## src/rtl/core/tensor_monomial_basis_generator_macros.svh

```systemverilog
// assertion macros for the monomial basis generator
`ifndef TENSOR_MONOMIAL_BASIS_GENERATOR_MACROS_SVH
`define TENSOR_MONOMIAL_BASIS_GENERATOR_MACROS_SVH

// same-cycle implication
`define TMBG_ASSERT_IMPLY(label, clk, rst, pre, post) \
   label: assert property (@(posedge clk) disable iff (rst) (pre) |-> (post)) \
      else $error("tmbg: same-cycle check failed");

// next-cycle implication
`define TMBG_ASSERT_NEXT(label, clk, rst, pre, post) \
   label: assert property (@(posedge clk) disable iff (rst) (pre) |=> (post)) \
      else $error("tmbg: next-cycle check failed");

`endif

```

## src/rtl/core/tmbg_ram.sv

```systemverilog
// generic single-port-write ram with registered read
module tmbg_ram #(
   parameter int WIDTH = 8,
   parameter int DEPTH = 4,
   localparam int AW = (DEPTH > 1) ? $clog2(DEPTH) : 1
) (
   input  logic             clock,
   input  logic             wr_en,
   input  logic [AW-1:0]    wr_addr,
   input  logic [WIDTH-1:0] wr_data,
   input  logic             rd_en,
   input  logic [AW-1:0]    rd_addr,
   output logic [WIDTH-1:0] rd_data
);

   logic [WIDTH-1:0] mem_ff [DEPTH];
   logic [WIDTH-1:0] rd_data_ff;

   always_ff @(posedge clock) begin
      if (wr_en) begin
         mem_ff[wr_addr] <= wr_data;
      end
      if (rd_en) begin
         rd_data_ff <= mem_ff[rd_addr];
      end
   end

   assign rd_data = rd_data_ff;

endmodule

```

## config.mk

```make
export PLATFORM = sky130hd
export DESIGN_NAME = tmbg_ram
export DESIGN_NICKNAME = d
export VERILOG_FILES = /design/src/rtl/core/tensor_monomial_basis_generator_macros.svh /design/src/rtl/core/tmbg_ram.sv
export SDC_FILE = /design/constraint.sdc
export NUM_CORES = 1
export LEC_CHECK = 0
export BUFFER_PORTS_ARGS = -buffer_cell sky130_fd_sc_hd__buf_2
export CORE_MARGIN = 2
export CORE_UTILIZATION = 54
export DETAILED_ROUTE_END_ITERATION = 8
export PLACE_DENSITY = 0.77
export SYNTH_ARGS = -nofsm -noshare
export SYNTH_HDL_FRONTEND = slang
export SYNTH_SLANG_ARGS = --single-unit
```

## constraint.sdc

```tcl
create_clock -name clock -period 1.3 [get_ports clock]
set_input_delay 0.13 -clock clock [delete_from_list [all_inputs] [get_ports clock]]
set_output_delay 0.13 -clock clock [all_outputs]
set_load 0.01 [all_outputs]
```

=== Word-level counts from Yosys, hierarchy flattened ===
Memories as Yosys holds them, arrays and structs flattened. A register that Yosys moved wholly into a read port is not among the register bits.
Index checks and enable logic that the tools add are counted.
W data, S select, Z words.

* Register bits: 0
* Memory bits (writable): 32
* Output and inout port bits: 8
* Logic and storage cells: 3
* Memories kept: 1

{| class="wikitable"
|+ Memories
! memory !! words !! width !! read ports !! clocked after Yosys merged registers in !! write ports !! line !! text
|-
| mem_ff || 4 || 8 || 1 || 1 || 1 || tmbg_ram.sv:16 || <nowiki>logic [WIDTH-1:0] mem_ff [DEPTH];</nowiki>
|}

* Mux-type cells: 2

{| class="wikitable"
|+ Operator list
! kind !! count
|-
| $mux W1 || 2
|}

=== Longest topological paths before layout ===
* Depth in word-level cells: 2
* Gate-level depth with buffers: 2
* Gate-level depth less buffers: 1

=== Least setup slack after synthesis ===
No wires, ideal clock.

* Path kind: input to register
* From: in wr_addr[0]
* To: mem mem_ff[0][0], enable pin
* Library setup time: 0.385 ns
* Data arrival time: 0.809 ns
* Data required time: 0.915 ns
* Slack: 0.106 ns
* Stages: 1
* Buffers on the path: 0
* Cells stage by stage: nor3b_1

{| class="wikitable"
|+ RTL lines
! element !! line !! text
|-
| start: declaration || tmbg_ram.sv:9 || <nowiki>input logic [AW-1:0] wr_addr,</nowiki>
|-
| end: declaration || tmbg_ram.sv:16 ||
|}

Straight into the memory's write port.

=== Worst setup path after layout ===
* From: mem mem_ff[0][2]
* To: reg rd_data_ff[2], in the netlist rd_data[2], read port of mem_ff, data pin

{| class="wikitable"
|+ RTL lines
! element !! line !! text
|-
| end: declaration || tmbg_ram.sv:17 || <nowiki>logic [WIDTH-1:0] rd_data_ff;</nowiki>
|}

No word-level cell between the ends.

==> key figures <==
Outcome
  • Status: finished, final reports clean

Route
  • DRT iter0 DRCs: 15
  • # DRC: 0
  • Post-route ant nets: 0
  • Pre-antenna DRT Iters: 4
  • Wire per inst: 17.4 um
  • Vias: 630
  • Routed WL: 2.04 mm
  • Drt via density: 5.38

Job
  • Max cap viols: 0

Floorplanning
  • Die H: 55.4 um
  • Ports: 23
  • Die width: 55.4 um
  • Starting Density: 57.2%
  • CORE AREA: 2500 um^2
  • Die area: 3070 um^2
  • Site row count: 18

Setup path
  • CP Cell Sequence: mux4_2
  • CP startpoint: mem_ff[0][2]$_DFFE_PP_
  • R2R Path End: rd_data[2]$_DFFE_PP_
  • Slowest cell on the critical path: mux4_2
  • Critical Path Sink Type: flip-flop
  • R2r worst-path depth: 1
  • CP bufs+invs: 0
  • R2r setup slk: 0.18 ns
  • WP data arrival: 1.19 ns
  • Critical path depth: 1
  • R2R Path Start: mem_ff[0][2]$_DFFE_PP_
  • CP max FO: 1
  • Max stage delay on crit path: 0.47 ns
  • Worst Setup EP: rd_data[2]$_DFFE_PP_
  • CP Launch Type: flip-flop
  • Top cell family by delay on the critical path: multiplexers
  • WS Path Type: flip-flop to flip-flop
  • Data required time of the worst path: 1.37 ns

STA
  • Post-layout min period: 1.12 ns
  • Final worst slack: 0.183 ns
  • Relative max-transition margin: 72.3%
  • Slew Limit Fails: 0
  • Final Hold Viols: 0
  • Sum Neg Setup Slack: 0 ns
  • Finish-stage setup viols: 0
  • Final Cycle Share: 86.0%
  • Fmax: 895 MHz
  • RSZ-0062 raised after global routing: no
  • Final Skew: 0.00709 ns
  • Worst slew pin tran: 0.416 ns

GRT
  • First-pass GRT wire length: 3.15 mm
  • Largest net degree at the start of global routing: 12
  • Overflow after GRT: 0
  • Initial antenna violation count: 0
  • GRT Total Usage: 14.8%
  • Vias in the first global route: 688

Final layout
  • Final Cell Area: 1660 um^2
  • N_diodes: 0
  • Fin cells: 117
  • Syn-to-layout area delta: 15.9%
  • Util after Layout: 66.3%
  • Final nets: 101
  • Share of cells above drive strength 1: 41.4%

Clock tree
  • Clk_lat worst skew: 0.33 ns
  • TritonCTS clock tree: built
  • Num CTS Buffers: 5
  • Clock transition at the registers of the reported paths: 0.10 ns
  • Clock H-tree levels: 2
  • Post-CTS Setup Inserts: 0
  • # resized after CTS: 0
  • # clock sinks: 40
  • CTS max path bufs: 2
  • CTS root buffer: clkbuf_4

Synth
  • Area contributors post-synth: edfxtp_1, mux4_2, and3b_1
  • Post-synth net total: 69
  • Share of the synthesized area in the top cell type: 84.1%
  • Dominant cell type by area after synthesis: edfxtp_1
  • Most common cell in the synthesized netlist: edfxtp_1
  • Synthesized area per cell: 26.5 um^2
  • Post-synth EDFFs: 40
  • Ys async rst share: 0%
  • Synth Cell Area: 1430 um^2
  • List of most frequent post-synthesis cells: edfxtp_1, mux4_2, and3b_1
  • Syn. warnings: 0
  • Post-synthesis cell count: 54
  • Sequential-to-total area share from yosys stat: 84.1%
  • Unique cell type count in the Yosys netlist: 7
  • #FFs+latches synth: 40
  • Post-synth top flop: edfxtp_1

Placed design
  • Placement Cell Area: 1570 um^2
  • PortBufs: 22
  • Place WS: 0.0645 ns
  • Placed cell count: 105
  • RePlAce Congestion: 0.660

Pwr
  • VDD IR max: 959 uV
  • Power per cell area: 1330 nW/um^2
  • Pleak: 0.580 nW

Worst hold path
  • Hold WC Path Type: input pin to flip-flop
[cell families (layout without fill, tap and decap cells)]
group | count (synthesis) | in the layout | share of synthesized area, %
flops | 40 | 40 | 84.1
mux | 8 | 8 | 12.6
simple gates | 4 | 4 | 2.19
buf+inv | 2 | 35 | 1.14
[layout by cell type (no fill, tap or decap)]
| cell | count |
|---|---|
| mux4_2 | 8 |
| clkinv_1 | 1 |
| dlygate4sd3_1 | 4 |
| and3_1 | 1 |
| buf_4 | 1 |
| edfxtp_1 | 40 |
| clkbuf_4 | 5 |
| nor3b_1 | 1 |
| and3b_1 | 2 |
| clkbuf_1 | 2 |
| buf_2 | 22 |
[stage by stage]
step,total power [W],hold slack (ns)
6_report,0.00221,0.0215
3_5_place_dp,0.00169,0.351
5_1_grt,0.00231,0.00613
4_1_cts,0.00224,0.000924
3_3_place_gp,0.00167,0.341
2_1_floorplan,0.00162,0.229
[layout make-up]
class	count	area, um^2
Tap cell	30	37.5
Timing Repair Buffer	27	158
Clock inverter	1	3.75
Sequential cell	40	1200
Clock buffer	7	45.0
Multi-Input combinational cell	12	211
Fill cell	170	843
[sequential cells by signal (all words and copies together) (netlist names)]
name,flops
mem_ff,32
rd_data,8
[worst min path at each step]
| stage | endpoint | depth (start not counted) | slack, ns | startpoint |
|---|---|---|---|---|
| 2_1_floorplan | mem_ff[0][0]$_DFFE_PP_ | 0 | 0.23 | wr_data[0] |
| 3_3_place_gp | mem_ff[2][1]$_DFFE_PP_ | 1 | 0.34 | wr_data[1] |
| 3_5_place_dp | mem_ff[0][7]$_DFFE_PP_ | 1 | 0.35 | wr_data[7] |
| 4_1_cts | mem_ff[0][7]$_DFFE_PP_ | 1 | 0.0009 | wr_data[7] |
| 5_1_grt | mem_ff[0][3]$_DFFE_PP_ | 1 | 0.006 | wr_data[3] |
| 6_report | mem_ff[1][5]$_DFFE_PP_ | 1 | 0.02 | wr_data[5] |
[power breakdown]
part / internal, W / switching [W]
clock: 0.000208 / 0.000337
combinational: 0.0000760 / 0.0000728
sequential: 0.00150 / 0.0000155
total: 0.00178 / 0.000426
[routing by layer]
metal | part of all wire [%] | track usage, % | wire length (um) | vias up
met5 | 0 | 0 | 0 | -
met2 | 52 | 24.3 | 1060 | 24
li1 | - | - | - | 297
met1 | 39 | 16.2 | 796 | 305
met3 | 7.4 | 7.96 | 151 | 4
met4 | 1.4 | 5.23 | 29 | 0
[timing repair]
item                                    4_1_cts  5_1_grt
hold buffers                                  2        2
endpoints found under the setup margin        0        0
hold endpoints to repair                      8        7
Note: power is estimated with default switching activity, not from simulation.
