File: src/rtl/core/tensor_monomial_basis_generator_macros.svh
// assertion macros for the monomial basis generator
`ifndef TENSOR_MONOMIAL_BASIS_GENERATOR_MACROS_SVH
`define TENSOR_MONOMIAL_BASIS_GENERATOR_MACROS_SVH

// same-cycle implication
`define TMBG_ASSERT_IMPLY(label, clk, rst, pre, post) \
   label: assert property (@(posedge clk) disable iff (rst) (pre) |-> (post)) \
      else $error("tmbg: same-cycle check failed");

// next-cycle implication
`define TMBG_ASSERT_NEXT(label, clk, rst, pre, post) \
   label: assert property (@(posedge clk) disable iff (rst) (pre) |=> (post)) \
      else $error("tmbg: next-cycle check failed");

`endif

File: src/rtl/core/tmbg_pkg.sv
// shared types and constants of the monomial basis generator
package tmbg_pkg;

   localparam int NUM_AXES    = 3;
   localparam int COORD_W     = 16;
   localparam int COORD_SHIFT = 14;
   localparam int Q_FRAC      = 28;
   localparam int ENTRY_W     = 33;
   localparam int MAG_W       = 32;
   localparam int AB_W        = 35;
   localparam int HALF_W      = 16;
   localparam int MONO_W      = 39;
   localparam int VALUE_W     = 48;
   localparam int IDX_W       = 6;
   localparam int NV_W        = 2;
   localparam int DEG_W       = 2;
   localparam int VAR_W       = 2;
   localparam int CSR_AW      = 2;
   localparam int CSR_DW      = 2;

   localparam logic signed [ENTRY_W-1:0] ONE_Q = ENTRY_W'(1) << Q_FRAC;
   localparam logic [MAG_W-1:0]          MAG_ONE = MAG_W'(1) << Q_FRAC;

   localparam logic CMD_PLAIN = 1'b0;
   localparam logic CMD_DERIV = 1'b1;

   typedef enum logic [CSR_AW-1:0] {
      CSR_NUM_VARS      = 2'd0,
      CSR_DEGREE_FIRST  = 2'd1,
      CSR_DEGREE_SECOND = 2'd2,
      CSR_DEGREE_THIRD  = 2'd3
   } csr_index_type;

   typedef enum logic [1:0] {
      PW_IDLE,
      PW_BUILD,
      PW_LAUNCH
   } pw_state_type;

   typedef struct packed {
      logic                      cmd;
      logic [VAR_W-1:0]          diff_var;
      logic signed [COORD_W-1:0] coord_a;
      logic signed [COORD_W-1:0] coord_b;
      logic signed [COORD_W-1:0] coord_c;
   } req_type;

   typedef struct packed {
      logic [IDX_W-1:0]          basis_index;
      logic signed [VALUE_W-1:0] basis_value;
      logic                      last_item;
      logic                      bad_variable;
   } rsp_type;

   typedef struct packed {
      logic                               bad;
      logic [NV_W-1:0]                    nv;
      logic [NUM_AXES-1:0][DEG_W-1:0]     deg;
   } job_type;

   typedef struct packed {
      logic [IDX_W-1:0] idx;
      logic             last;
      logic             bad;
      logic [NV_W-1:0]  nv;
   } side_type;

endpackage

File: src/rtl/core/tmbg_power.sv
// power vector builder: one table entry per cycle through a shared multiplier
module tmbg_power import tmbg_pkg::*; #(
   parameter int MAX_VARS   = 3,
   parameter int MAX_DEGREE = 3,
   localparam int ADDR_W = $clog2(MAX_DEGREE + 1)
) (
   input  logic                             clock,
   input  logic                             reset,
   input  logic                             req_valid,
   output logic                             req_ready,
   input  req_type                          req_data,
   input  logic [NV_W-1:0]                  cfg_num_vars,
   input  logic [NUM_AXES-1:0][DEG_W-1:0]   cfg_deg,
   input  logic                             seq_busy,
   output logic                             job_start,
   output job_type                          job,
   output logic [MAX_VARS-1:0]              wr_en,
   output logic [ADDR_W-1:0]                wr_addr,
   output logic signed [ENTRY_W-1:0]        wr_data
);

   localparam int PROD_W = MAG_W + COORD_W;
   localparam logic [PROD_W-1:0] STEP_HALF = PROD_W'(1) << (COORD_SHIFT - 1);

   pw_state_type state_ff, state_in;

   job_type                   job_ff;
   logic                      cmd_ff;
   logic [VAR_W-1:0]          dvar_ff;
   logic signed [COORD_W-1:0] coord_ff [NUM_AXES];
   logic [VAR_W-1:0]          v_ff;
   logic [ADDR_W-1:0]         j_ff;
   logic signed [ENTRY_W-1:0] p_ff;

   logic                      accept;
   job_type                   job_new;
   logic [NV_W-1:0]           nv_clamp;
   logic [ADDR_W-1:0]         cur_deg;
   logic                      deriv;
   logic                      row_end;
   logic                      var_end;
   logic signed [COORD_W-1:0] x_cur;
   logic                      x_neg;
   logic [COORD_W-1:0]        x_mag;
   logic                      p_neg;
   logic [MAG_W-1:0]          p_mag;
   logic [PROD_W-1:0]         step_sum;
   logic signed [ENTRY_W-1:0] step_mag;
   logic signed [ENTRY_W-1:0] step_val;

   // snapshot of the configuration with out-of-range values clamped
   always_comb begin
      if (cfg_num_vars == '0) begin
         nv_clamp = NV_W'(1);
      end else if (int'(cfg_num_vars) > MAX_VARS) begin
         nv_clamp = NV_W'(MAX_VARS);
      end else begin
         nv_clamp = cfg_num_vars;
      end
      job_new.nv  = nv_clamp;
      job_new.bad = (req_data.cmd == CMD_DERIV) && (req_data.diff_var >= nv_clamp);
      for (int v = 0; v < NUM_AXES; v++) begin
         job_new.deg[v] = (int'(cfg_deg[v]) > MAX_DEGREE) ? DEG_W'(MAX_DEGREE) : cfg_deg[v];
      end
   end

   assign accept  = req_valid && req_ready;
   assign cur_deg = ADDR_W'(job_ff.deg[v_ff]);
   assign deriv   = (cmd_ff == CMD_DERIV) && (dvar_ff == v_ff);
   assign row_end = (j_ff == cur_deg);
   assign var_end = (v_ff == VAR_W'(job_ff.nv - NV_W'(1)));

   // next power: round half away from zero of p * x in q.28
   assign x_cur    = coord_ff[v_ff];
   assign x_neg    = x_cur[COORD_W-1];
   assign x_mag    = x_neg ? COORD_W'(-x_cur) : COORD_W'(x_cur);
   assign p_neg    = p_ff[ENTRY_W-1];
   assign p_mag    = p_neg ? MAG_W'(-p_ff) : MAG_W'(p_ff);
   assign step_sum = (PROD_W'(p_mag) * PROD_W'(x_mag)) + STEP_HALF;
   assign step_mag = signed'(ENTRY_W'(step_sum >> COORD_SHIFT));
   assign step_val = (p_neg != x_neg) ? -step_mag : step_mag;

   always_comb begin
      state_in = state_ff;
      case (state_ff)
         PW_IDLE: begin
            if (accept) begin
               state_in = job_new.bad ? PW_LAUNCH : PW_BUILD;
            end
         end
         PW_BUILD: begin
            if (row_end && var_end) begin
               state_in = PW_LAUNCH;
            end
         end
         PW_LAUNCH: state_in = PW_IDLE;
         default:   state_in = PW_IDLE;
      endcase
   end

   always_comb begin
      req_ready = (state_ff == PW_IDLE) && !seq_busy;
      job_start = (state_ff == PW_LAUNCH);
      for (int v = 0; v < MAX_VARS; v++) begin
         wr_en[v] = (state_ff == PW_BUILD) && (v_ff == VAR_W'(v));
      end
   end

   always_comb begin
      if (!deriv) begin
         wr_data = p_ff;
      end else if (j_ff == '0) begin
         wr_data = '0;
      end else begin
         wr_data = ENTRY_W'(p_ff * signed'({1'b0, j_ff}));
      end
   end

   assign wr_addr = j_ff;
   assign job     = job_ff;

   always_ff @(posedge clock) begin
      if (reset) begin
         state_ff <= PW_IDLE;
      end else begin
         state_ff <= state_in;
      end
   end

   always_ff @(posedge clock) begin
      if (accept) begin
         job_ff      <= job_new;
         cmd_ff      <= req_data.cmd;
         dvar_ff     <= req_data.diff_var;
         coord_ff[0] <= req_data.coord_a;
         coord_ff[1] <= req_data.coord_b;
         coord_ff[2] <= req_data.coord_c;
         v_ff        <= '0;
         j_ff        <= '0;
         p_ff        <= ONE_Q;
      end else if (state_ff == PW_BUILD) begin
         if (row_end) begin
            v_ff <= v_ff + VAR_W'(1);
            j_ff <= '0;
            p_ff <= ONE_Q;
         end else begin
            j_ff <= j_ff + ADDR_W'(1);
            if (!(deriv && j_ff == '0)) begin
               p_ff <= step_val;
            end
         end
      end
   end

endmodule

File: config.mk
export PLATFORM = sky130hd
export DESIGN_NAME = tmbg_power
export DESIGN_NICKNAME = d
export VERILOG_FILES = /design/src/rtl/core/tensor_monomial_basis_generator_macros.svh /design/src/rtl/core/tmbg_pkg.sv /design/src/rtl/core/tmbg_power.sv
export SDC_FILE = /design/constraint.sdc
export NUM_CORES = 2
export LEC_CHECK = 0
export BUFFER_PORTS_ARGS = -buffer_cell sky130_fd_sc_hd__buf_2
export CELL_PAD_IN_SITES_DETAIL_PLACEMENT = 2
export CELL_PAD_IN_SITES_GLOBAL_PLACEMENT = 2
export CORE_MARGIN = 1.5
export CORE_UTILIZATION = 44
export CTS_BUF_LIST = sky130_fd_sc_hd__clkbuf_2 sky130_fd_sc_hd__clkbuf_4 sky130_fd_sc_hd__clkbuf_8
export CTS_CLUSTER_SIZE = 16
export DETAILED_ROUTE_END_ITERATION = 8
export PLACE_DENSITY = 0.87
export SKIP_CTS_REPAIR_TIMING = 1
export SLEW_MARGIN = 5
export SYNTH_ARGS = -nofsm -noshare
export SYNTH_HDL_FRONTEND = slang
export SYNTH_SLANG_ARGS = --single-unit
File: constraint.sdc
create_clock -name clock -period 28.3 [get_ports clock]
set_clock_uncertainty 0.05 [all_clocks]
set_input_delay 1.415 -clock clock [delete_from_list [all_inputs] [get_ports clock]]
set_output_delay 1.415 -clock clock [all_outputs]
set_load 0.01 [all_outputs]
---- Word-level counts from Yosys, hierarchy flattened ----
Memory sizes are Yosys's and may differ from the RTL's. A register that Yosys moved wholly into a read port is not among the register bits.
Index checks and enable logic that the tools add are counted.
word-level totals
  flip-flop bits (word level) ............. 51
  output and inout bits ................... 49
  input bits .............................. 63
  bits in writable memories ............... 48
  memories ................................ 1
memory list
  name      words  width  rd ports  clocked after memory_dff  wr ports  line              RTL
  coord_ff  3      16     1         1                         3         tmbg_power.sv:30  logic signed [COORD_W-1:0] coord_ff [NUM_AXES];
operators by class
  equality and inequality tests ........... 11
  reductions and logical operators ........ 17
  multiplexer cells ....................... 19
  multipliers ............................. 2
  magnitude comparators ................... 2
  add/sub/neg operators ................... 7
operator list
  operator                                                                      number
  33-bit 2-to-1 mux                                                             5
  47-bit by 14-bit adder with 47-bit output, second input constant              1
  32-bit by 16-bit multiplier with 47-bit output                                1
  33-bit by 3-bit multiplier with 33-bit output                                 1
  33-bit negation                                                               1
  32-bit 2-to-1 mux                                                             1
  32-bit negation                                                               1
  16-bit 2-to-1 mux                                                             1
  2-bit 2-to-1 mux                                                              8
  16-bit negation                                                               1
  1-bit logical AND                                                             9
  2-bit zero test                                                               4
  2-bit equality test                                                           3
  2-bit != test, second input constant                                          3
  2-bit AND reduction                                                           3
  2-bit by 1-bit adder with 2-bit output, second input constant                 2
  2-bit binary-select mux with 2-bit select                                     1
  2-bit by 1-bit equality test with 1-bit output, second input constant         2
  2-bit equality test, second input constant                                    2
  2-bit case mux with 2 select lines                                            1
  2-bit by 3-bit less-than comparator with 1-bit output, second input constant  1
  2-bit >= comparator                                                           1
  1-bit 2-to-1 mux                                                              2
  2-bit by 1-bit subtractor with 2-bit output, second input constant            1
  other kinds (2)                                                               2

---- Longest topological paths before layout ----
  depth after elaboration ................. 8
  depth in mapped cells ................... 38

---- Least setup slack after synthesis ----
Ideal clock, no wire load.
  kind .................................... register -> register
  start ................................... register (tool-made name)
  end ..................................... register p_ff[31]
  library setup time ...................... 0.117 ns
  setup slack ............................. 18.958 ns
  cell stages (with the launch flop) ...... 36
  clock period less this slack ............ 9.342 ns
  path buffers ............................ 6
  arrival time ............................ 9.175 ns
  cells stage by stage .................... dfxtp_1 > buf_4 > buf_2 > clkbuf_1 > o21ai_0 > clkbuf_1 > ha_1 > mux2i_1 > a22oi_2 > and2_1 > clkbuf_1 > clkbuf_1 > nand2_1 > fa_1 > inv_1 > fa_1 > inv_1 > fa_1 > inv_1 > fa_1 > fa_1 > inv_1 > fa_1 > inv_1 > ha_1 > a21oi_1 > o21ai_0 > nor4_1 > a21o_1 > xnor2_2 > o211ai_1 > or4_4 > nor4_4 > a31oi_1 > xnor2_1 > a22o_1
RTL lines
  what                  line               RTL
  end signal, assigned  tmbg_power.sv:149  p_ff <= step_val;
  end, declared         tmbg_power.sv:33   logic signed [ENTRY_W-1:0] p_ff;

==> metrics.txt <==
status=complete, no violations; main combinational cell family by area after synthesis=adder cells; CP delay by family, top=adder cells; simple-gate share of the synthesized area=0.180; drt initial violations=1,488; routed vias/inst=5.98; post-synthesis mux area share=0.0137; post-synthesis sequential area ratio=0.103; main area contributors after synthesis=fa_1 (33%), ha_1 (10%), inv_1 (8.6%), edfxtp_1 (7.1%), nand2_1 (6.9%); cts bufs inserted=9; Worst Max-Slew Pin Slew=1220 ps; Critical Path Max Stage Delay=1010 ps; Crit Path Max Fanout=24; Clk pin slew, worst setup/hold paths=110 ps; Synth warnings=0; TritonCTS clock tree=done; Avg Inst Size Synth=8.38 um2; Peak Freq=85.4 MHz; most common cell in the synthesized netlist=inv_1; startpoint types=register; Routability Congestion=0.964; Relative slew margins=0.187; CP max-delay cell=dfxtp_1; DR vias=23.0k; max-slew violations=0; Yosys reg bits=101; Final ANT Viol Nets=0; required time worst endpoint=28,580 ps; first-pass GRT wire length=170,000 um; die footprint=0.0594 mm2; first drt pass iteration count=5; pin count of the biggest net entering global routing=68; core footprint=0.0575 mm2; post-synth top area share=0.328; setup_tns=0 ps; Initial Util=0.444; area of the multi-input gates=0.0202 mm2; fillcell total=6,495; GRT Residual Overflow=0; Clock Path Buffers=2; vias in the first global route=27.4k; share of cells above drive strength 1=0.0825; H-Tree Depth=3; Die Ht=244 um; WL final=113,000 um; top post-synthesis cells by count=inv_1 (586), nand2_1 (466), fa_1 (418), ha_1 (209), nor2_1 (193); Skew-Pair Late Insertion Delay=430 ps; crit path buf inv count=5; DP Wirelength=92,100 um; mean routed wirelength per cell=29.3 um; I/O Buffers=111; antenna violations before repair=2; main flop type after synthesis=edfxtp_1; Setup CP Type=reg2reg; EDFF count, synth=60; root buffer cell=clkbuf_8; Critical Path End Type=register; Hold Crit Class=reg2reg; CTS Sinks=101; Final Cycle Share=0.414; library cells used by synthesis=98; max-cap viol count=0; Post-Synth Adder-Cell Area=0.431; Seq. cell area=0.00262 mm2; Area growth syn-to-layout=6.67%; Die W=244 um; Overall Global Routing Usage=0.383; Async SR Flop Fraction=0; Compound-Gate Fraction of Synth Area=0.111; DRC viols=0; top cell type by total area after synthesis=fa_1; CP most frequent cell=fa_1; row cnt=88; RSZ-0062 raised after global routing=false; syn_nets=3,733; io pins=112; R2R Setup Slk=16,590 ps; arrival time worst endpoint=11,980 ps; Final Hold Viols=0; Final nets=3,765; Synth Instances=3,043; XOR/XNOR Fraction of Synth Area=0.0513; post-synthesis cell area=0.0255 mm2; Final setup viols=0; fin crit period=11,710 ps
[final cells by class]
class / count / share of cell area
diodes: 1 / 0.0000920
clock buffers: 10 / 0.00483
clock inverters: 6 / 0.00202
inverters: 586 / 0.0809
multi-input cells: 2210 / 0.745
flip-flops and latches: 101 / 0.0964
well taps: 765 / 0.0352
repair buffers: 167 / 0.0359
[cells in the final DEF, fill, tap and decap left out, drive strengths merged, types with 41 or more instances in the layout]
master and n:
buf 167, xor2 50, xnor2 96, nand2 466, ha 209, a21oi 106
edfxtp 60, dfxtp 41, inv 589, fa 418, nor2 193, o21ai 80
and2 140
[sequential cells by signal, indices dropped and copies added, names as in the netlist, named ones only]
name      count
coord_ff     48
p_ff         33
job           9
dvar_ff       2
state_ff      2
v_ff          2
wr_addr       2
cmd_ff        1
[worst paths after layout]
| kind | cells past startpoint | start | to |
|---|---|---|---|
| worst min-delay path | 1 | p_ff[32] | p_ff[32] |
| worst max register to register | 30 | register | p_ff[17] |
| worst max-delay path | 30 | register | p_ff[17] |
| worst min register to register | 1 | p_ff[32] | p_ff[32] |
[through the flow]
| step | cells | utilization | hold WS (ps) | instance area (um2) | setup slack, ps |
|---|---|---|---|---|---|
| after detailed placement | 3829 | 0.470 | 498 | 27000 | 16870 |
| after floorplan | 3043 | - | 432 | 25500 | 18960 |
| after global routing | 3845 | 0.473 | 580 | 27200 | 16230 |
| after global placement | 3829 | 0.470 | 494 | 27000 | 17480 |
| after CTS | 3845 | 0.473 | 521 | 27200 | 16650 |
| final | 3846 | 0.473 | 520 | 27200 | 16590 |
[layer usage]
layer | share of wire | GRT usage
met3 | 0.060 | 0.0575
met1 | 0.36 | 0.429
met5 | 0 | 0
met2 | 0.51 | 0.686
met4 | 0.067 | 0.228
[cells by family after synthesis]
group	after synthesis
fa+ha+maj	627
xor+xnor	146
simple gates	988
buf+inv	732
flops	101
compound gates	416
mux	33
Power is left out: the tool's default activity adds up to more than one toggle a clock period on the data nets, which glitch-free logic cannot reach.
