File: config.mk
export PLATFORM = sky130hd
export DESIGN_NAME = tmbg_seq
export DESIGN_NICKNAME = d
export VERILOG_FILES = /design/src/rtl/core/tensor_monomial_basis_generator_macros.svh /design/src/rtl/core/tmbg_pkg.sv /design/src/rtl/core/tmbg_seq.sv
export SDC_FILE = /design/constraint.sdc
export NUM_CORES = 1
export LEC_CHECK = 0
export ABC_AREA = 0
export BUFFER_PORTS_ARGS = -buffer_cell sky130_fd_sc_hd__buf_2
export CAP_MARGIN = 20
export CORE_MARGIN = 4
export CORE_UTILIZATION = 50
export DETAILED_ROUTE_END_ITERATION = 10
export PLACE_DENSITY = 0.8
export REMOVE_ABC_BUFFERS = 1
export SYNTH_ARGS = -nofsm -noshare
export SYNTH_HDL_FRONTEND = slang
export SYNTH_SLANG_ARGS = --single-unit
File: constraint.sdc
create_clock -name clock -period 1.8 [get_ports clock]
set_input_delay 0.09 -clock clock [delete_from_list [all_inputs] [get_ports clock]]
set_output_delay 0.09 -clock clock [all_outputs]
set_load 0.02 [all_outputs]
File: src/rtl/core/tensor_monomial_basis_generator_macros.svh
// assertion macros for the monomial basis generator
`ifndef TENSOR_MONOMIAL_BASIS_GENERATOR_MACROS_SVH
`define TENSOR_MONOMIAL_BASIS_GENERATOR_MACROS_SVH

// same-cycle implication
`define TMBG_ASSERT_IMPLY(label, clk, rst, pre, post) \
   label: assert property (@(posedge clk) disable iff (rst) (pre) |-> (post)) \
      else $error("tmbg: same-cycle check failed");

// next-cycle implication
`define TMBG_ASSERT_NEXT(label, clk, rst, pre, post) \
   label: assert property (@(posedge clk) disable iff (rst) (pre) |=> (post)) \
      else $error("tmbg: next-cycle check failed");

`endif

File: src/rtl/core/tmbg_pkg.sv
// shared types and constants of the monomial basis generator
package tmbg_pkg;

   localparam int NUM_AXES    = 3;
   localparam int COORD_W     = 16;
   localparam int COORD_SHIFT = 14;
   localparam int Q_FRAC      = 28;
   localparam int ENTRY_W     = 33;
   localparam int MAG_W       = 32;
   localparam int AB_W        = 35;
   localparam int HALF_W      = 16;
   localparam int MONO_W      = 39;
   localparam int VALUE_W     = 48;
   localparam int IDX_W       = 6;
   localparam int NV_W        = 2;
   localparam int DEG_W       = 2;
   localparam int VAR_W       = 2;
   localparam int CSR_AW      = 2;
   localparam int CSR_DW      = 2;

   localparam logic signed [ENTRY_W-1:0] ONE_Q = ENTRY_W'(1) << Q_FRAC;
   localparam logic [MAG_W-1:0]          MAG_ONE = MAG_W'(1) << Q_FRAC;

   localparam logic CMD_PLAIN = 1'b0;
   localparam logic CMD_DERIV = 1'b1;

   typedef enum logic [CSR_AW-1:0] {
      CSR_NUM_VARS      = 2'd0,
      CSR_DEGREE_FIRST  = 2'd1,
      CSR_DEGREE_SECOND = 2'd2,
      CSR_DEGREE_THIRD  = 2'd3
   } csr_index_type;

   typedef enum logic [1:0] {
      PW_IDLE,
      PW_BUILD,
      PW_LAUNCH
   } pw_state_type;

   typedef struct packed {
      logic                      cmd;
      logic [VAR_W-1:0]          diff_var;
      logic signed [COORD_W-1:0] coord_a;
      logic signed [COORD_W-1:0] coord_b;
      logic signed [COORD_W-1:0] coord_c;
   } req_type;

   typedef struct packed {
      logic [IDX_W-1:0]          basis_index;
      logic signed [VALUE_W-1:0] basis_value;
      logic                      last_item;
      logic                      bad_variable;
   } rsp_type;

   typedef struct packed {
      logic                               bad;
      logic [NV_W-1:0]                    nv;
      logic [NUM_AXES-1:0][DEG_W-1:0]     deg;
   } job_type;

   typedef struct packed {
      logic [IDX_W-1:0] idx;
      logic             last;
      logic             bad;
      logic [NV_W-1:0]  nv;
   } side_type;

endpackage

File: src/rtl/core/tmbg_seq.sv
// kronecker-order sequencer: one table read per cycle while not stalled, last variable fastest
module tmbg_seq import tmbg_pkg::*; #(
   parameter int MAX_DEGREE = 3,
   localparam int ADDR_W = $clog2(MAX_DEGREE + 1)
) (
   input  logic                             clock,
   input  logic                             reset,
   input  logic                             adv,
   input  logic                             job_start,
   input  job_type                          job,
   output logic                             busy,
   output logic [NUM_AXES-1:0][ADDR_W-1:0]  rd_addr,
   output logic                             iss_valid,
   output side_type                         iss_side
);

   logic                     busy_ff, busy_in;
   logic                     bad_ff;
   logic [NV_W-1:0]          nv_ff;
   logic [ADDR_W-1:0]        last_k_ff [NUM_AXES];
   logic [ADDR_W-1:0]        last_k_in [NUM_AXES];
   logic [ADDR_W-1:0]        cnt_ff [NUM_AXES];
   logic [ADDR_W-1:0]        cnt_in [NUM_AXES];
   logic [IDX_W-1:0]         idx_ff, idx_in;
   logic                     all_end;
   logic                     iss_last;

   always_comb begin
      all_end = 1'b1;
      for (int v = 0; v < NUM_AXES; v++) begin
         if (cnt_ff[v] != last_k_ff[v]) begin
            all_end = 1'b0;
         end
         last_k_in[v] = (NV_W'(v) < job.nv) ? ADDR_W'(job.deg[v]) : '0;
      end
   end

   assign iss_last = bad_ff || all_end;

   always_comb begin
      logic carry;
      carry   = 1'b1;
      busy_in = busy_ff;
      idx_in  = idx_ff;
      for (int v = NUM_AXES - 1; v >= 0; v--) begin
         cnt_in[v] = cnt_ff[v];
      end
      if (job_start) begin
         busy_in = 1'b1;
         idx_in  = '0;
         for (int v = 0; v < NUM_AXES; v++) begin
            cnt_in[v] = '0;
         end
      end else if (busy_ff && adv) begin
         if (iss_last) begin
            busy_in = 1'b0;
         end else begin
            idx_in = idx_ff + IDX_W'(1);
            for (int v = NUM_AXES - 1; v >= 0; v--) begin
               if (carry) begin
                  if (cnt_ff[v] == last_k_ff[v]) begin
                     cnt_in[v] = '0;
                  end else begin
                     cnt_in[v] = cnt_ff[v] + ADDR_W'(1);
                     carry     = 1'b0;
                  end
               end
            end
         end
      end
   end

   always_ff @(posedge clock) begin
      if (reset) begin
         busy_ff <= 1'b0;
      end else begin
         busy_ff <= busy_in;
      end
   end

   always_ff @(posedge clock) begin
      idx_ff <= idx_in;
      for (int v = 0; v < NUM_AXES; v++) begin
         cnt_ff[v] <= cnt_in[v];
      end
      if (job_start) begin
         bad_ff <= job.bad;
         nv_ff  <= job.nv;
         for (int v = 0; v < NUM_AXES; v++) begin
            last_k_ff[v] <= last_k_in[v];
         end
      end
   end

   always_comb begin
      for (int v = 0; v < NUM_AXES; v++) begin
         rd_addr[v] = cnt_ff[v];
      end
   end

   assign busy          = busy_ff;
   assign iss_valid     = busy_ff;
   assign iss_side.idx  = idx_ff;
   assign iss_side.last = iss_last;
   assign iss_side.bad  = bad_ff;
   assign iss_side.nv   = nv_ff;

endmodule

* Word-level counts from Yosys, hierarchy flattened *
Memories as Yosys holds them, arrays and structs flattened.
Index checks and enable logic that the tools add are counted.

operators by class
  bitwise operators = 1
  muxes and demuxes = 28
  eq/ne operators = 6
  $lt $le $gt $ge = 3
  reduce and logical (&&, ||, !) cells = 6
  add/subtract/negate cells = 4

operators by type and width
  kind                                                                 count
  6-bit two-way mux                                                    3
  1-bit two-way mux                                                    17
  2-bit two-way mux                                                    8
  2-bit by 1-bit adder with 2-bit output, second input constant        3
  6-bit by 1-bit adder with 6-bit output, second input constant        1
  2-bit equality test                                                  3
  2-bit inequality test                                                3
  1-bit by 2-bit < comparator with 1-bit output, first input constant  2
  2-bit AND reduction                                                  2
  2-bit nonzero test                                                   2
  2-bit < comparator, first input constant                             1
  1-bit logical AND                                                    1
  1-bit logical OR                                                     1
  1-bit inverter                                                       1

word-level totals
  word-level logic and storage cells = 54
  register bits = 10
  bits in writable memories = 12
  bits of input ports = 13
  memories = 2

memory list
  name       depth  bits a word  rd ports  clocked after Yosys merged registers in  wr ports  RTL line        text
  cnt_ff     3      2            3         0                                        3         tmbg_seq.sv:22  logic [ADDR_W-1:0] cnt_ff [NUM_AXES];
  last_k_ff  3      2            3         0                                        3         tmbg_seq.sv:20  logic [ADDR_W-1:0] last_k_ff [NUM_AXES];

* Logic depth before layout (Yosys ltp) *
Gate-level depths: netlist of run 1.

  depth in word-level cells = 16
  mapped depth = 5

* Worst setup path before layout of run 1 *
OpenSTA, ideal clock, no wires.

  path type = reg2reg
  start = reg busy_ff, in the netlist busy
  end = mem cnt_ff[0][1] (netlist bit)
  buffers on the path = 1
  arrival time = 1.552 ns
  setup time = 0.121 ns
  cell stages (with the launch flop) = 6
  setup slack = 0.127 ns
  cell sequence = dfxtp_1 > and3b_1 > buf_2 > nand3_1 > nor4b_1 > mux2_2

RTL lines
  item                      RTL line        text
  start: declaration        tmbg_seq.sv:17  logic busy_ff, busy_in;
  start signal: assignment  tmbg_seq.sv:77  busy_ff <= busy_in;
  end: declaration          tmbg_seq.sv:22

==> results of run 1 <==
## final cells by class
cell class                 count  area (um2)
fill                         171       680.7
multi-input combinational     75       535.5
sequential                    22       531.8
timing repair buffer          37       210.2
tap                           27       33.78
clock buffer                   3       22.52
clock inverter                 1       3.754
inverter                       1       3.754
## registers in the layout, summed over array words and instances (netlist names)
| register | cells |
|---|---|
| bad_ff | 1 |
| busy | 1 |
| cnt_ff | 6 |
| idx_ff | 6 |
| last_k_ff | 6 |
| nv_ff | 2 |
## metrics by stage
stage          worst slack [ns]  area, um2  hold WS, ns
4_1_cts                 0.03038       1323     0.008046
3_5_place_dp            0.08351       1251       0.2516
3_3_place_gp             0.1163       1251       0.2458
5_1_grt                0.001315       1341     0.003230
6_report                0.06441       1341      0.01581
2_1_floorplan           0.01402       1052       0.1591
## worst paths after layout
check | depth (start not counted) | to | from | slack [ns]
max | 4 | cnt_ff[0][1]$_SDFFE_PP0P_ | last_k_ff[0][3]$_SDFFCE_PN0P_ | 0.06
min reg2reg | 2 | cnt_ff[0][0]$_SDFFE_PP0P_ | cnt_ff[0][0]$_SDFFE_PP0P_ | 0.53
min | 1 | nv_ff[0]$_DFFE_PP_ | job[6] | 0.02
max reg2reg | 4 | cnt_ff[0][1]$_SDFFE_PP0P_ | last_k_ff[0][3]$_SDFFCE_PN0P_ | 0.06
## routing by layer
layer	vias to the layer above	GRT usage, %
li1	443	-
met1	419	22.35
met2	21	30.91
met3	2	4.087
met4	0	6.224
met5	-	0
## cells by family after synthesis
logic type	share of synthesized area, %
buf+inv	4.009
fa+ha+maj	1.145
flops	48.57
compound gates	11.23
simple gates	23.14
xor+xnor	4.811
mux	7.102
## worst max-delay path, cell delays in order, from the launching register on
cell      delay (ns)
edfxtp_1        0.45
xor2_2          0.19
or2_1           0.27
nor4b_1         0.34
mux2_2          0.38
## Yosys cell counts
cell and count:
dfxtp_1 13, edfxtp_1 9, nor2_1 9, a21oi_1 6, nand2_1 6, nor2b_1 5
mux2_1 4, xor2_1 4, and2_1 3, buf_4 3, nand4_1 3, o21ai_0 3
and3_1 2, buf_2 2, clkbuf_1 2, mux2_2 2, nand3_1 2, nor4b_1 2
o21a_1 2, o31ai_1 2, or3_1 2, or4_1 2, xnor2_1 2, a211oi_1 1
a21o_1 1, a21oi_2 1, a311oi_1 1, and3b_1 1, and4_1 1, ha_1 1
inv_1 1, mux2i_1 1, nand3b_1 1, nor3b_1 1, nor4_4 1, o211ai_1 1
o21bai_1 1, or2_1 1
## what timing repair did
item / in CTS / in global routing
buffers inserted: 2 / 0
endpoints found under the setup margin: 1 / 6
hold buffers: 3 / 0
hold endpoints to repair: 2 / 0
pin swaps: 1 / 2
gates resized for setup: 0 / 5
## power by group
group	switching, W	internal (W)
Sequential	0.0000149	0.000542
Combinational	0.0000780	0.0000519
Clock	0.000152	0.0000809
Total	0.000244	0.000674
==> impl_results.md, run 1 <==
- Placer Congestion: 0.7943
- Clk_skew: 0.002263 ns
- Pre-antenna DRT Iters: 4
- Worst-margin pin slew: 0.3093 ns
- CP max FO: 3
- Post-synthesis cell area: 1092 um2
- WL/cell: 14.23 um
- Grt total ovfl: 0
- Post-placement cell count: 157
- DRT antenna net count: 0
- Initial antenna violation count: 0
- Final Slew Violations: 0
- Yosys warnings: 0
- Worst vdd ir: 0.4354 mV
- Post-Syn Instances: 105
- Iter 0 DRT Violations: 8
- DRC Markers: 0
- Area leader, netlist: edfxtp_1
- Clk_lat worst skew: 0.30 ns
- Vias in the first global route: 858
- Design Power: 0.0009189 W
- Rel. slew slack: 79.09%
- Seq/Total Area, Yosys: 48.57%
- Synth area leaders: edfxtp_1 25%, dfxtp_1 24%, mux2_1 4.1%
- CTS Sinks: 22
- I/O Buffers: 30
- Total GRT Usage: 18.19%
- Library cells used by synthesis: 38
- CTS H-Tree Depth: 1
- Top-level port count: 31
- Final net count: 154
- Fin Setup TNS: 0 ns
- Die Span Y: 54.74 um
- Critical Path End Type: flip-flop
- Layout area overhead: 22.80%
- Die Wd: 54.74 um
- Commonest non-fill, non-tap cell in the layout: buf_2
- Final critical-path required period: 1.736 ns
- Avg Cell Area, Syn: 10.40 um2
- Hpwl dp: 1.630 mm
- Final setup violation count: 0
- Most frequent cells in the layout: 30 x buf_2, 12 x dfxtp_1, 9 x nor2_1, 9 x edfxtp_1
- Fin crit share: 96.42%
- Routed vias/inst: 5.331
- Startpoint types: flip-flop
- Routed Wire Length: 2.362 mm
- Crit path DAT: 1.94 ns
- Clock Pin Slew Worst Setup and Hold Paths: 0.12 ns
- Cell Count, Final, Fillers Out: 166
- Max Cap Viol: 0
- CTS tree: built
- Static Leak: 0.5829 nW
- Final Hold Fails: 0
- Root buffer cell: clkbuf_4
- Metal2 WL: 1.194 mm
- CTS buffer count: 3
- Top Layer Used: met4
- Final Util: 66.34%
- Unrepaired setup endpoints after global routing: false
- Share of cells above drive strength 1: 33.09%
- Critical Path RT: 2.01 ns
- Top-area cell type share of the netlist area: 24.74%
- Vias: 885
- CTS Buffer Depth: 2
- # rows: 16
- CP Class: reg -> reg
- Diode count: 0
- Result of the run: finished clean
- Yosys reg bits: 22
- Initial Util: 54.02%
- Largest net degree at the start of global routing: 18
- Min-delay worst type: in -> reg
- WL met1: 1.052 mm
- Met3 WL: 107 um
- Power Density: 685.1 nW/um2
- F_max: 576.2 MHz
- Die Area: 2996 um2
- Placeable core area: 2022 um2
- First-pass GRT wire length: 3.891 mm
Power figures use the tool's default switching activity.
==> run 2: changes to the inputs <==
Settings changed: CORE_UTILIZATION 50 to 45, PLACE_DENSITY 0.8 to 0.76.
Clock period 1.8 ns to 1.55 ns, I/O delays scaled along.
==> run 2 against run 1 <==
- non-clock buffer count grew 12
- critical path depth rose by 1
- via count up 9.0%
- combinational power rose by 47%
- register-to-register slack worse by 0.19 ns
- critical endpoint is now iss_side[3]
- sequential power rose by 16%
- the run now ends with setup timing left
- wire length rose by 7.7%
- die area grew 9.4%
- first-iteration DRC count grew to 3.8 times the previous value
==> impl_results.md, run 2 (same netlist as run 1, synthesis figures left out) <==
- Top Layer Used: met4
- Worst-margin pin slew: 0.3224 ns
- Final Slew Violations: 0
- Placer Congestion: 0.7203
- Most frequent cells in the layout: 29 x buf_2, 14 x buf_4, 12 x dfxtp_1
- Crit path DAT: 1.67 ns
- Pre-antenna DRT Iters: 4
- Grt total ovfl: 0
- DRC Markers: 0
- CTS Sinks: 22
- WHS: 0.008471 ns
- Routed Wire Length: 2.545 mm
- WL met1: 1.115 mm
- Initial Util: 48.45%
- Routed vias/inst: 5.391
- Startpoint types: flip-flop
- DRT antenna net count: 0
- Clk_lat worst skew: 0.31 ns
- Metal2 WL: 1.247 mm
- Final net count: 166
- Root buffer cell: clkbuf_4
- Clk_skew: 0.003740 ns
- Final Hold Fails: 0
- Worst reg-to-reg setup slack: -0.13 ns
- Worst vdd ir: 0.4886 mV
- Critical Path End Type: output pin
- CTS Buffer Depth: 2
- WL/cell: 14.22 um
- Die Wd: 57.27 um
- FF-to-FF End: idx_ff[2]$_SDFFE_PP0P_
- Max Cap Viol: 0
- F_max: 571.4 MHz
- Diode count: 0
- I/O Buffers: 30
- Reg-to-reg startpoint: last_k_ff[0][1]$_SDFFCE_PP0P_
- Final setup violation count: 9
- Share of cells above drive strength 1: 44.37%
- Layout area overhead: 38.14%
- Fin Setup TNS: -0.8552 ns
- Worst slack, placed: -0.1183 ns
- Crit path to: iss_side[3]
- Static Leak: 0.6643 nW
- CTS tree: built
- Iter 0 DRT Violations: 30
- Clock Pin Slew Worst Setup and Hold Paths: 0.12 ns
- Die Area: 3279 um2
- First-pass GRT wire length: 3.995 mm
- Initial antenna violation count: 0
- Fin crit share: 112.9%
- Final critical-path required period: 1.750 ns
- Vias: 965
- Vias in the first global route: 914
- Setup ws final: -0.2002 ns
- Result of the run: complete, but fails checks
- Commonest non-fill, non-tap cell in the layout: buf_2
- Total GRT Usage: 15.56%
- Top Registers: cnt_ff (6), idx_ff (6), last_k_ff (6)
- Power Density: 735.2 nW/um2
- Critical Path RT: 1.47 ns
- Violated checks: setup timing
- # rows: 17
- CP Class: reg -> out
- Die Span Y: 57.27 um
- Worst Setup SP: last_k_ff[0][1]$_SDFFCE_PP0P_
- Design Power: 0.001109 W
- Min-delay worst type: in -> reg
- Hpwl dp: 1.712 mm
- Met3 WL: 113 um
- Rel. slew slack: 78.20%
- CTS buffer count: 3
- Top-level port count: 31
- Largest net degree at the start of global routing: 20
- CTS H-Tree Depth: 1
- Unrepaired setup endpoints after global routing: true
- R2R depth: 5
- Placeable core area: 2255 um2
- Final Util: 66.93%
- CP max FO: 2
==> run 2: cell count changes in the layout (fill, tap and decap cells not counted), moves of 2 or more <==
cell	previous run	this run
buf_4	4	14
o21ai_0	3	0
o21ai_2	0	3
buf_6	0	2
xnor2_1	2	0
xnor2_2	0	2
xor2_1	2	0
xor2_2	2	4
==> run 2: repair_timing <==
| item | in CTS | in global routing |
|---|---|---|
| gates cloned | 0 | 0 |
| hold buffers | 4 | 0 |
| endpoints found under the hold margin | 3 | 0 |
| resized for setup | 5 | 17 |
| setup endpoints to repair | 12 | 13 |
| setup buffers | 2 | 2 |
| pin swaps | 3 | 9 |
==> run 2: per-stage QoR <==
stage | cells | instance area (um2)
floorplan | 98 | 1052
global placement | 168 | 1328
detailed placement | 168 | 1328
CTS | 178 | 1434
global route | 179 | 1509
finish | 179 | 1509
==> run 2: routing by layer <==
layer,up-vias,GRT usage (%)
met1,460,18.93
met4,0,9.934
met2,33,26.10
met5,-,0
li1,465,-
met3,7,1.584
==> run 2: worst min-delay path by stage <==
stage	from	to	slack, ns	cells past startpoint
after floorplan	job_start	cnt_ff[0][0]$_SDFFE_PP0P_	0.15	1
after global placement	reset	busy$_SDFFE_PP0P_	0.24	2
after detailed placement	reset	busy$_SDFFE_PP0P_	0.24	2
after CTS	job[7]	nv_ff[1]$_DFFE_PP_	0.004	1
after global routing	job[7]	nv_ff[1]$_DFFE_PP_	-0.003	1
final	job[7]	nv_ff[1]$_DFFE_PP_	0.008	1
==> run 2: power breakdown <==
group | switching [W] | total [W] | leakage, nW | internal (W)
clock | 0.000172 | 0.000272 | 0.0150 | 0.000101
sequential | 0.0000169 | 0.000646 | 0.193 | 0.000629
combinational | 0.000105 | 0.000191 | 0.457 | 0.0000863
==> run 2: final cells by class <==
cell class / count / area, um2
Clock buffer: 4 / 26.28
Fill cell: 174 / 745.7
Inverter: 1 / 3.754
Multi-Input combinational cell: 75 / 599.3
Sequential cell: 22 / 531.8
Tap cell: 28 / 35.03
Timing Repair Buffer: 49 / 312.8
==> run 2: critical path, stage by stage, from the launching register on <==
cell and delay, ns:
edfxtp_1 0.43, xor2_2 0.19, nor4_4 0.32, buf_4 0.17, a21o_1 0.14, buf_6 0.12
==> run 3: changes to the inputs <==
Settings changed: CORE_UTILIZATION 45 to 48, CTS_BUF_LIST from default to sky130_fd_sc_hd__clkbuf_4, PLACE_DENSITY 0.76 to 0.8.
==> run 3 against run 2 <==
- the run still ends with setup timing left
- cell count rose by 0.56%
- combinational power barely moved
- count of clock-buffer cells in the layout fell by 1
- global-route usage rose by 0.58 points
- highest routed layer unchanged
==> impl_results.md, run 3 (same netlist as run 1, synthesis figures left out) <==
- Result of the run: complete, but fails checks
- Violated checks: setup timing
- Critical Path RT: 1.47 ns
- Grt total ovfl: 0
- Placer Congestion: 0.7104
- Iter 0 DRT Violations: 28
- Peak per-stage delay on the critical path: 0.42 ns
- Vias in the first global route: 1013
- Final critical-path required period: 1.738 ns
- Die Area: 3103 um2
- CTS buffer count: 3
- Clock Pin Slew Worst Setup and Hold Paths: 0.12 ns
- DRC Markers: 0
- Initial antenna violation count: 0
- Most frequent cells in the layout: 29 x buf_2, 14 x buf_4, 13 x dfxtp_1
- CTS Sinks: 22
- Clk_skew: 0.001126 ns
- Min-delay worst type: in -> reg
- CP max FO: 2
- Routed Wire Length: 2.580 mm
- Worst path slowest cell: edfxtp_1
- WL/cell: 14.33 um
- CP Class: reg -> out
- Diode count: 0
- Critical Path End Type: output pin
- I/O Buffers: 30
- Die Wd: 55.71 um
- Fin crit share: 112.1%
- Static Leak: 0.6706 nW
- Layout area overhead: 38.14%
- Initial Util: 49.86%
- F_max: 575.4 MHz
- Hpwl dp: 1.820 mm
- Routed vias/inst: 5.289
- Vias: 952
- Largest net degree at the start of global routing: 16
- DRT antenna net count: 0
- Share of cells above drive strength 1: 44.08%
- Startpoint types: flip-flop
- Worst slack, placed: -0.1181 ns
- Die Span Y: 55.71 um
- Setup ws final: -0.1880 ns
- Pre-antenna DRT Iters: 4
- # rows: 17
- Fin Setup TNS: -1.108 ns
- CTS H-Tree Depth: 1
- Max Cap Viol: 0
- Final Slew Violations: 0
- Top-level port count: 31
- Placeable core area: 2191 um2
- Commonest non-fill, non-tap cell in the layout: buf_2
- Worst-path cell chain: xor2_1 > nor4_4 > buf_4 > a21o_1 > buf_6
- Worst-margin pin slew: 0.2938 ns
- Final net count: 167
- Rel. slew slack: 80.30%
- Design Power: 0.001108 W
- CTS Buffer Depth: 2
- First-pass GRT wire length: 4.043 mm
- Final setup violation count: 11
- Power Density: 734.3 nW/um2
- Final Hold Fails: 0
- Root buffer cell: clkbuf_4
- Worst vdd ir: 0.5519 mV
- Clk_lat worst skew: 0.31 ns
- Top Registers: cnt_ff (6), idx_ff (6), last_k_ff (6)
- Total GRT Usage: 16.14%
- Unrepaired setup endpoints after global routing: true
- CTS tree: built
- Crit path DAT: 1.66 ns
## run 3: cell count changes in the layout (fill, tap and decap cells not counted), sizes merged
cell / previous run / this run
clkbuf: 4 / 3
clkinv: 0 / 1
buf: 45 / 46
## run 3: worst paths after layout
kind / depth (start not counted) / end / slack (ns) / start
max: 5 / iss_side[3] / -0.19 / last_k_ff[0][1]$_SDFFCE_PP0P_
max reg2reg: 5 / idx_ff[5]$_SDFFE_PP0P_ / -0.18 / last_k_ff[0][1]$_SDFFCE_PP0P_
min: 1 / nv_ff[1]$_DFFE_PP_ / 0.005 / job[7]
min reg2reg: 2 / idx_ff[1]$_SDFFE_PP0P_ / 0.50 / idx_ff[1]$_SDFFE_PP0P_
## run 3: critical path, delay by kind of cell (launching register included)
family / cells / cell delay, ns
flip-flops: 1 / 0.42
AND/OR/NAND/NOR: 1 / 0.31
buffers and inverters: 2 / 0.28
XOR/XNOR: 1 / 0.19
AO/OA/AOI/OAI: 1 / 0.14
## run 3: cell type report
type                    count  area (um2)
clock inverters             1       3.754
multi-input cells          75       589.3
fillers                   166       681.9
flip-flops and latches     22       530.5
inverters                   1       3.754
repair buffers             50       324.1
clock buffers               3       22.52
well taps                  28       35.03
## run 3: routing by layer
| layer | vias up | global-route usage, % | part of all wire (%) |
|---|---|---|---|
| li1 | 469 | - | - |
| met1 | 459 | 15.80 | 40 |
| met2 | 22 | 31.76 | 55 |
| met3 | 2 | 2.552 | 3.5 |
| met4 | 0 | 8.333 | 1.1 |
| met5 | - | 0 | 0 |
## run 3: repair_timing
| item | in CTS | in global routing |
|---|---|---|
| gates resized for setup | 4 | 16 |
| hold buffers | 4 | 0 |
| setup buffers | 3 | 0 |
| pin swaps | 2 | 8 |
| endpoints found under the setup margin | 12 | 12 |
| hold endpoints to repair | 3 | 0 |
## run 3: where the power goes
group          switching, W  internal [W]  total, W
logic              0.000104     0.0000854  0.000189
registers         0.0000174      0.000629  0.000647
clock network      0.000178     0.0000944  0.000272
total              0.000299      0.000809   0.00111
## run 3: through the flow
step           hold WS [ns]  util (%)  cells  instance area (um2)
2_1_floorplan        0.1466         -     98                 1052
3_5_place_dp         0.2489     60.94    169                 1335
5_1_grt            0.001159     68.87    180                 1509
3_3_place_gp         0.2347     60.94    169                 1335
4_1_cts           0.0007484     65.79    180                 1441
6_report           0.004753     68.87    180                 1509
